$ cat src/hw/rtl/suks_pkg.sv
// suks_pkg: shared types and constants for the sorted unique key set
// no dependencies
package suks_pkg;

    localparam int CAPACITY_DEF = 1024;
    localparam int KEY_BITS_DEF = 32;

    localparam int OP_W     = 2;
    localparam int MASK_W   = 6;
    localparam int VALUE_W  = 32;
    localparam int STATUS_W = 3;
    localparam int COUNT_W  = 11;

    localparam logic [OP_W-1:0] OP_INSERT = 2'd0;
    localparam logic [OP_W-1:0] OP_LOOKUP = 2'd1;
    localparam logic [OP_W-1:0] OP_CLEAR  = 2'd2;

    localparam logic [STATUS_W-1:0] ST_INSERTED  = 3'd0;
    localparam logic [STATUS_W-1:0] ST_DUPLICATE = 3'd1;
    localparam logic [STATUS_W-1:0] ST_ZERO      = 3'd2;
    localparam logic [STATUS_W-1:0] ST_FULL      = 3'd3;
    localparam logic [STATUS_W-1:0] ST_HIT       = 3'd4;
    localparam logic [STATUS_W-1:0] ST_MISS      = 3'd5;
    localparam logic [STATUS_W-1:0] ST_CLEARED   = 3'd6;

    localparam logic [MASK_W-1:0] PFX_8  = 6'd8;
    localparam logic [MASK_W-1:0] PFX_16 = 6'd16;
    localparam logic [MASK_W-1:0] PFX_24 = 6'd24;

    // controller to datapath
    typedef struct packed {
        logic load;       // capture the item
        logic srch_init;  // reset search bounds
        logic srch_step;  // one binary search step (issues read)
        logic rd_pos;     // read entry at lo
        logic chk;        // compare read data at lo
        logic shift_init; // set shift pointer to count
        logic shift_rd;   // read entry at ptr-1
        logic shift_wr;   // write read data to ptr, decrement
        logic put;        // write key at pos, bump count
        logic clr;        // empty the set
        logic done;       // present result
    } suks_cmd_t;

    // datapath to controller
    typedef struct packed {
        logic is_insert;
        logic is_lookup;
        logic is_clear;
        logic key_zero;
        logic srch_done;
        logic found;
        logic full;
        logic shift_done;
    } suks_stat_t;

endpackage

$ cat src/hw/rtl/suks_ctrl.sv
// suks_ctrl: sequencer for search, shift and insert
// depends on suks_pkg
module suks_ctrl
(
    input  logic                 clk,
    input  logic                 rst_n,
    input  logic                 start,
    output logic                 busy,
    output suks_pkg::suks_cmd_t  cmd,
    input  suks_pkg::suks_stat_t stat
);

    typedef enum logic [3:0] {
        S_IDLE, S_DEC, S_SRCH, S_SWAIT, S_RDPOS, S_CHK, S_SHRD, S_SHWR, S_PUT, S_DONE
    } state_t;

    state_t state_reg;

    assign busy = (state_reg != S_IDLE);

    always_comb
    begin
        cmd = '0;
        cmd.load = (state_reg == S_IDLE) && start;
        unique case (state_reg)
            S_IDLE: ;
            S_DEC:
            begin
                if (stat.is_clear)
                    cmd.clr = 1'b1;
                else
                    cmd.srch_init = 1'b1;
            end
            S_SRCH:  cmd.srch_step = !stat.srch_done;
            S_SWAIT: ;
            S_RDPOS: cmd.rd_pos = 1'b1;
            S_CHK:
            begin
                cmd.chk = 1'b1;
                cmd.shift_init = 1'b1;
            end
            S_SHRD:  cmd.shift_rd = !stat.shift_done;
            S_SHWR:  cmd.shift_wr = 1'b1;
            S_PUT:   cmd.put = 1'b1;
            S_DONE:  cmd.done = 1'b1;
            default: ;
        endcase
    end

    always_ff @(posedge clk or negedge rst_n)
    begin
        if (!rst_n)
            state_reg <= S_IDLE;
        else
        begin
            unique case (state_reg)
                S_IDLE:  if (start) state_reg <= S_DEC;
                S_DEC:
                begin
                    if (stat.is_clear || stat.key_zero ||
                        (!stat.is_insert && !stat.is_lookup))
                        state_reg <= S_DONE;
                    else
                        state_reg <= S_SRCH;
                end
                S_SRCH:  if (stat.srch_done) state_reg <= S_RDPOS;
                         else state_reg <= S_SWAIT;
                S_SWAIT: state_reg <= S_SRCH;
                S_RDPOS: state_reg <= S_CHK;
                S_CHK:
                begin
                    if (stat.found || stat.is_lookup || stat.full)
                        state_reg <= S_DONE;
                    else
                        state_reg <= S_SHRD;
                end
                S_SHRD:  if (stat.shift_done) state_reg <= S_PUT;
                         else state_reg <= S_SHWR;
                S_SHWR:  state_reg <= S_SHRD;
                S_PUT:   state_reg <= S_DONE;
                S_DONE:  state_reg <= S_IDLE;
                default: state_reg <= S_IDLE;
            endcase
        end
    end

endmodule

$ cat config.mk
export PLATFORM = sky130hd
export DESIGN_NAME = suks_ctrl
export DESIGN_NICKNAME = d
export VERILOG_FILES = /design/src/hw/rtl/suks_pkg.sv /design/src/hw/rtl/suks_ctrl.sv
export SDC_FILE = /design/constraint.sdc
export NUM_CORES = 1
export LEC_CHECK = 0
export CORE_AREA = 2 2 39 41
export DETAILED_ROUTE_END_ITERATION = 16
export DIE_AREA = 0 0 41 43
export DONT_BUFFER_PORTS = 1
export SLEW_MARGIN = 0
export SYNTH_ARGS = -nofsm -noshare
export SYNTH_HDL_FRONTEND = slang
export SYNTH_SLANG_ARGS = --single-unit
$ cat constraint.sdc
create_clock -name clk -period 1.4 [get_ports clk]
set_clock_uncertainty 0.1 [all_clocks]
set_input_delay 0.28 -clock clk [delete_from_list [all_inputs] [get_ports clk]]
set_output_delay 0.28 -clock clk [all_outputs]
set_load 0.005 [all_outputs]
* Word-level counts from Yosys, hierarchy flattened
Index checks and enable logic that the tools add are counted.
Word-level totals: register bits 4, input port bits 11, output and inout port bits 12
Operators by class: equal/unequal tests 10, mux-type cells 17, reduce and logical (&&, ||, !) cells 12
Operators by type and width (number):
- 4-bit case mux with 9 select lines | 1
- 4-bit by 3-bit == test with 1-bit output (second input constant) | 4
- 4-bit two-way mux | 4
- 1-bit two-way mux | 10
- 4-bit by 2-bit == test with 1-bit output (second input constant) | 2
- 4-bit == test (second input constant) | 2
- 4-bit by 1-bit == test with 1-bit output (second input constant) | 1
- 1-bit logical NOT | 4
- 4-bit logical NOT | 1
- 1-bit logical OR | 4
- 4-bit nonzero test | 1
- 3-bit two-way mux | 1
- 1-bit logical AND | 2
- 2-bit two-way mux | 1
- 2-bit inequality test (second input constant) | 1

* Depth between registers and ports, before layout
Gate-level depths: netlist of the first run.
depth after elaboration 5, mapped depth 4, depth with buffers taken out 3

* Worst setup path before layout of the first run
No wires, ideal clock.
path type reg2out, start point reg state_reg[2], end point out cmd[10] (netlist bit), data arrival time 885 ps, required time 1020 ps, path slack 135 ps, stages on the path, launching flop included 3, buffers on the path 0, cell sequence dfrtp_1 > nor2_1 > and3_2
RTL lines:
- from (decl) | line suks_ctrl.sv:17 | state_t state_reg;
- from (signal assigned) | line suks_ctrl.sv:53 | state_reg <= S_IDLE;
- from (signal assigned) | line suks_ctrl.sv:57 | S_IDLE: if (start) state_reg <= S_DEC;
- from (signal assigned) | line suks_ctrl.sv:62 | state_reg <= S_DONE;
- to (decl) | line suks_ctrl.sv:9 | output suks_pkg::suks_cmd_t cmd,

==> qor.txt, run 1 <==
Outcome: finished with violations
Failing checks: setup timing
Aggregate global routing overflow: 0
Residual DRC: 0
Worst setup margin: -139 ps
Switching pwr: 588 µW
Layout cell share with drive strength beyond 1: 61.4%
Initial antenna violation count: 0
Vias in the first global route: 434
DRT iter0 DRCs: 7
Period utilization: 110%
Sw Ratio: 40.6%
Synth-to-Final Area Change: 65.3%
Placed instance count: 71
Register share of total power: 19.0%
Syn nets: 63
Clock period minus final worst setup slack: 1540 ps
Core Region: 1380 µm²
Vias: 472
Clk slew on worst S/H paths: 40 ps
CTS tree: done
Clock Sinks: 4
# nets final: 83
Largest net degree at the start of global routing: 9
Max FFs per register: 4
Detailed Place HPWL: 833 µm
Avg WL per Cell: 15.0 µm
Post-Synthesis Cells: 52
Critical path launch point type: flop
Clock power frac: 9.7%
Final setup fails: 13
Clk buf depth: 2
Int Power: 861 µW
Slew margin rel.: 70.6%
Least-Margin Pin Slew: 437 ps
# diodes: 0
Syn Area/Cell: 8.40 µm²
Comb pwr share: 71.4%
Root Buffer: clkbuf_4
Critical Path AT: 1160 ps
VDD IR max: 0.000774 V
CP Data Required Time: 1020 ps
Seq/Total Area, Yosys: 22.9%
Max_cap viols: 0
First-pass detailed-route iteration total: 3
Chip Width: 41 µm
Synthesis warning total: 0
Yosys reg bits: 4
Leak: 0.000308 µW
Starting Density: 31.6%
Num CTS Buffers: 3
CP Class: reg2out
RSZ-0062 raised after global routing: yes
GPL Wtd Cong: 0.839
Final hold vios: 0
Total length of routed wires: 1290 µm
Commonest non-fill, non-tap cell in the layout: buf_4
Yosys cell types: 29
Drt via density: 5.49
Min-Delay Path Class: in2reg
Max Freq: 0.650 GHz
Clk_lat worst skew: 230 ps
H-Tree Depth: 1
I/O Buffers: 0
Main synth FF type: dfrtp_1
Layout fillers: 122
Die H: 43 µm
Global-route wire length before repair: 1840 µm
Mapped Area: 437 µm²
IO Count: 23
Max Slew Vio Count: 0
Tot Pwr: 1450 µW
Commonest non-fill, non-tap cells in the layout: buf_4 (11), buf_6 (7), nand2_1 (4), dfrtp_2 (4)
Die area: 1760 µm²
Post-Layout Cell Count: 86
Worst-path maximum fanout: 7
Final ANT Viol Nets: 0
Power per cell area: 2010 nW/µm²
Row count: 14
Ys async rst share: 100%
GRT Util Overall: 15.3%
CP endpoint kind: output pin
Number of flops mapped to enable cells by yosys: 0
[synthesized netlist by cell type (2+ instances only)]
cell type / count / area share (%)
nor2_1: 6 / 5.2
dfrtp_1: 4 / 23
nand2_1: 4 / 3.4
a31oi_1: 3 / 4.3
nand2b_1: 3 / 4.3
nor3_1: 3 / 3.4
a21oi_1: 2 / 2.3
and3_2: 2 / 3.4
buf_4: 2 / 3.4
buf_6: 2 / 5.2
inv_1: 2 / 1.7
nor4b_1: 2 / 4.0
[layer usage]
layer	wire [µm]	up-vias	GRT usage (%)	part of all wire (%)
li1	-	226	-	-
met2	673	19	25.3	52
met1	536	227	17.9	41
met4	0	0	2.00	0
met3	84	0	6.81	6.5
met5	0	-	0	0
[worst max-delay path, stage by stage, from the launching register on]
cell and delay (ps):
dfrtp_2 450, buf_6 140, and2b_4 160, and3b_1 180
[cell type report]
type | count | area [µm²] | area share, %
flip-flops and latches | 4 | 105 | 14.6
inverters | 2 | 7.51 | 1.04
well taps | 16 | 20.0 | 2.77
clock buffers | 3 | 22.5 | 3.12
repair buffers | 20 | 191 | 26.5
multi-input cells | 41 | 375 | 52.0
[metrics by stage]
step / hold WS (ps) / cell area [µm²] / utilization (%) / worst slack, ps / TNS (ps)
after floorplan: -116 / 437 / - / 135 / 0
after detailed placement: -115 / 487 / 35.2 / -12.7 / -16.7
after global placement: -115 / 487 / 35.2 / 24.4 / 0
after global routing: 194 / 722 / 52.2 / -181 / -2040
after CTS: 195 / 629 / 45.5 / -140 / -1270
final: 201 / 722 / 52.2 / -139 / -1240
[path summary, 6_finish.rpt]
check | from | to | slack, ps | cells after the start
worst max-delay path | state_reg[0] | cmd[0] | -140 | 3
worst min-delay path | stat[3] | state_reg[2] | 200 | 3
worst max register to register | state_reg[0] | state_reg[0] | -80 | 4
worst min register to register | state_reg[3] | state_reg[2] | 570 | 2
max in group asynchronous | rst_n | state_reg[3] | 800 | 1
min in group asynchronous | rst_n | state_reg[2] | 220 | 1
[what timing repair did]
| item | CTS | global route |
|---|---|---|
| endpoints found under the setup margin | 13 | 16 |
| endpoints found under the hold margin | 4 | 0 |
| setup buffers | 7 | 4 |
| gates resized for setup | 14 | 13 |
| pin swaps | 3 | 5 |
| hold buffers | 1 | 0 |
[power groups by stage]
stage	Combinational, µW	Sequential, µW	Clock (µW)
3_3_place_gp	652	252	0
6_report	1030	275	140
5_1_grt	1120	286	158
4_1_cts	875	260	149
3_5_place_dp	653	258	0
2_1_floorplan	512	205	0
[kinds of logic (layout without fill, tap and decap cells)]
kind of cell,count (synthesis),after routing,share of synthesized area (%)
flip-flops,4,4,22.9
AND/OR/NAND/NOR,28,28,42.7
buffers and inverters,7,25,11.5
multiplexers,2,2,4.87
AO/OA/AOI/OAI,11,11,18.1
Power figures use the tool's default switching activity.
==> run 2: changes to the inputs <==
--- a/config.mk
+++ b/config.mk
@@ -5,6 +5,7 @@
 export SDC_FILE = /design/constraint.sdc
 export NUM_CORES = 1
 export LEC_CHECK = 0
+export ABC_AREA = 1
 export CORE_AREA = 2 2 39 41
 export DETAILED_ROUTE_END_ITERATION = 16
 export DIE_AREA = 0 0 41 43
==> qor.txt, run 2 <==
Starting Density: 25.9% (-5.6 points)
Critical Path End: cmd[9]
Yosys reg bits: 4 (unchanged)
Max Slew Vio Count: 0 (unchanged)
Levels on crit path: 4 (+1)
Avg WL per Cell: 11.2 µm (-26%)
Switching pwr: 519 µW (-12%)
R2R depth: 7 (+3)
Synth area leaders: dfrtp_1 (28%), nor2_1 (15%), inv_1 (14%)
Largest net degree at the start of global routing: 7 (-2)
Int Power: 481 µW (-44%)
Cell taking the most area after synthesis: dfrtp_1
Mapped Area: 359 µm² (-18%)
Register Area: 105 µm² (unchanged)
Main synth FF type: dfrtp_1
Multi-input gate area: 264 µm² (-30%)
Final hold vios: 0 (unchanged)
Core Region: 1380 µm² (unchanged)
Post-Layout Cell Count: 88 (+2.3%)
Slew margin rel.: 85.6% (+15 points)
CP endpoint kind: output pin
Clock period minus final worst setup slack: 1490 ps (-48.0 ps)
Leak: 0.000275 µW (-11%)
Clock Sinks: 4 (unchanged)
Syn nets: 75 (+19%)
Top cells by count, synth: nor2_1 (14), inv_1 (13), nand2_1 (12), nand3_1 (7)
Worst setup margin: -91.0 ps (+48.0 ps)
Clk buf depth: 2 (unchanged)
Final ANT Viol Nets: 0 (unchanged)
GPL Wtd Cong: 0.860 (+2.5%)
Die area: 1760 µm² (unchanged)
Clock power frac: 14.7% (+5.0 points)
Largest stage delay, worst path: 470 ps (+20 ps)
Chip Width: 41 µm (unchanged)
Num CTS Buffers: 3 (unchanged)
Worst setup path start: state_reg[0]
Worst-path maximum fanout: 6 (-1)
Number of flops mapped to enable cells by yosys: 0 (unchanged)
Power per cell area: 1930 nW/µm² (-3.8%)
Row count: 14 (unchanged)
Post-Synthesis Cells: 64 (+23%)
# nets final: 85 (+2.4%)
Vias: 410 (-13%)
Global-route wire length before repair: 1460 µm (-21%)
DRT iter0 DRCs: 2 (-5)
Worst R2R End: state_reg[1]
Synth-to-Final Area Change: 44.3%
Worst R2R Setup Slack: 110 ps (+190 ps)
Sw Ratio: 51.9% (+11 points)
VDD IR max: 0.000857 V (+11%)
Layout fillers: 154 (+26%)
Period utilization: 106% (-3.4 points)
Drt via density: 4.66 (-15%)
I/O Buffers: 0 (unchanged)
Placed instance count: 80 (+13%)
Total length of routed wires: 983 µm (-24%)
Root Buffer: clkbuf_4
Vias in the first global route: 389 (-10%)
Cell family with most CP delay: flip-flops
Syn Area/Cell: 5.61 µm² (-33%)
H-Tree Depth: 1 (unchanged)
Outcome: finished with violations
Final setup fails: 9 (-4)
Synthesis warning total: 0 (unchanged)
Seq/Total Area, Yosys: 27.9% (+5.0 points)
Max FFs per register: 4 (unchanged)
Placement Setup Slack: 83.8 ps (+96.6 ps)
Comb pwr share: 55.2% (-16 points)
Area share of the largest cell type after synthesis: 27.9% (+5.0 points)
CP max stage cell: dfrtp_2
Clk slew on worst S/H paths: 30 ps (about the same)
Register share of total power: 30.2% (+11 points)
Max_cap viols: 0 (unchanged)
Detailed Place HPWL: 704 µm (-15%)
Ys async rst share: 100% (unchanged)
CP Data Required Time: 1020 ps (about the same)
Aggregate global routing overflow: 0 (unchanged)
Bufs and invs on worst path: 1 (unchanged)
Initial antenna violation count: 0 (unchanged)
Critical path launch point type: flop
Min-Delay Path Class: in2reg
Die H: 43 µm (unchanged)
Layout cell share with drive strength beyond 1: 44.4% (-17 points)
First-pass detailed-route iteration total: 4 (+1)
Most common cell in the netlist: nor2_1
CTS tree: done
RSZ-0062 raised after global routing: yes
GRT Util Overall: 12.2% (-3.1 points)
Max Freq: 0.671 GHz (+3.2%)
Commonest non-fill, non-tap cells in the layout: inv_1 (9), nand2_1 (9), nor2_1 (9), nor2_4 (5), nand3_1 (5)
Worst R2R Start: state_reg[1]
Residual DRC: 0 (unchanged)
Yosys cell types: 12 (-59%)
# diodes: 0 (unchanged)
Least-Margin Pin Slew: 214 ps (-223 ps)
Failing checks: setup timing
Clk_lat worst skew: 240 ps (about the same)
IO Count: 23 (unchanged)
Critical Path AT: 1110 ps (-50 ps)
CP Class: reg2out
Worst path cell trace: inv_1 > nor2_1 > nand2_2 > nor2_2
[run 2: changes by cell type in the layout (fill, tap and decap cells not counted), moves of 3 or more]
| cell | before | now |
|---|---|---|
| buf_4 | 11 | 4 |
| nand2b_1 | 3 | 0 |
| inv_2 | 0 | 4 |
| buf_6 | 7 | 1 |
| nor2_1 | 3 | 9 |
| nor2_4 | 1 | 5 |
| nand2_2 | 0 | 3 |
| nand3_1 | 0 | 5 |
| o21ai_0 | 0 | 3 |
| nand2_1 | 4 | 9 |
| inv_1 | 2 | 9 |
[run 2: kinds of logic (layout without fill, tap and decap cells)]
logic type | Yosys count | count (layout) | synth area share [%]
DFF | 4 | 4 | 27.9
and+or+nand+nor | 42 | 42 | 51.2
AOI/OAI and AO/OA | 3 | 3 | 4.18
buffers and inverters | 15 | 23 | 16.7
[run 2: timing repair]
item	4_1_cts	5_1_grt
setup buffers	4	0
setup endpoints to repair	12	12
hold buffers	1	0
pin swaps	5	3
gates resized for setup	17	10
hold endpoints to repair	4	0
[run 2: worst min path at each step]
stage	startpoint	end	slack (ps)	cells past startpoint
3_5_place_dp	rst_n	state_reg[3]	-120	0
6_report	start	state_reg[0]	100	2
3_3_place_gp	rst_n	state_reg[3]	-120	0
4_1_cts	stat[3]	state_reg[2]	100	2
5_1_grt	start	state_reg[0]	100	2
2_1_floorplan	rst_n	state_reg[0]	-120	0
[run 2: worst register-to-register path: stages (launching register included)]
cell and delay [ps]:
dfrtp_2 460, inv_4 110, nor2_4 50, nand3_2 90, buf_4 110, nand2_1 40
nor2_1 130, nand2_1 80
[run 2: per-stage QoR]
step,TNS (ps),area (µm²),power [µW],utilization [%],hold WS (ps)
2_1_floorplan,0,359,548,-,-116
3_3_place_gp,0,379,634,27.4,-116
3_5_place_dp,0,379,629,27.4,-116
4_1_cts,-494,484,918,35.0,101
5_1_grt,-1220,518,1100,37.4,102
6_report,-519,518,1000,37.4,95.3
[run 2: power groups by stage]
stage | Sequential, µW | Combinational (µW) | Clock [µW]
floorplan | 221 | 328 | 0
detailed placement | 235 | 394 | 0
global route | 304 | 628 | 165
CTS | 282 | 485 | 152
finish | 302 | 551 | 147
global placement | 236 | 398 | 0
[run 2: per-layer routing]
| layer | part of all wire (%) | up-vias | wire [µm] | global-route usage (%) |
|---|---|---|---|---|
| met2 | 53 | 13 | 521 | 19.1 |
| li1 | - | 211 | - | - |
| met1 | 39 | 184 | 388 | 12.7 |
| met3 | 6.6 | 2 | 65 | 8.38 |
| met5 | 0 | - | 0 | 0 |
| met4 | 0.81 | 0 | 8 | 3.33 |
[run 2: cell type report]
type / count / share of cell area [%]
Multi-Input combinational cell: 45 / 51.0
Sequential cell: 4 / 20.3
Inverter: 14 / 10.6
Timing Repair Buffer: 6 / 9.90
Clock buffer: 3 / 4.35
Tap cell: 16 / 3.86
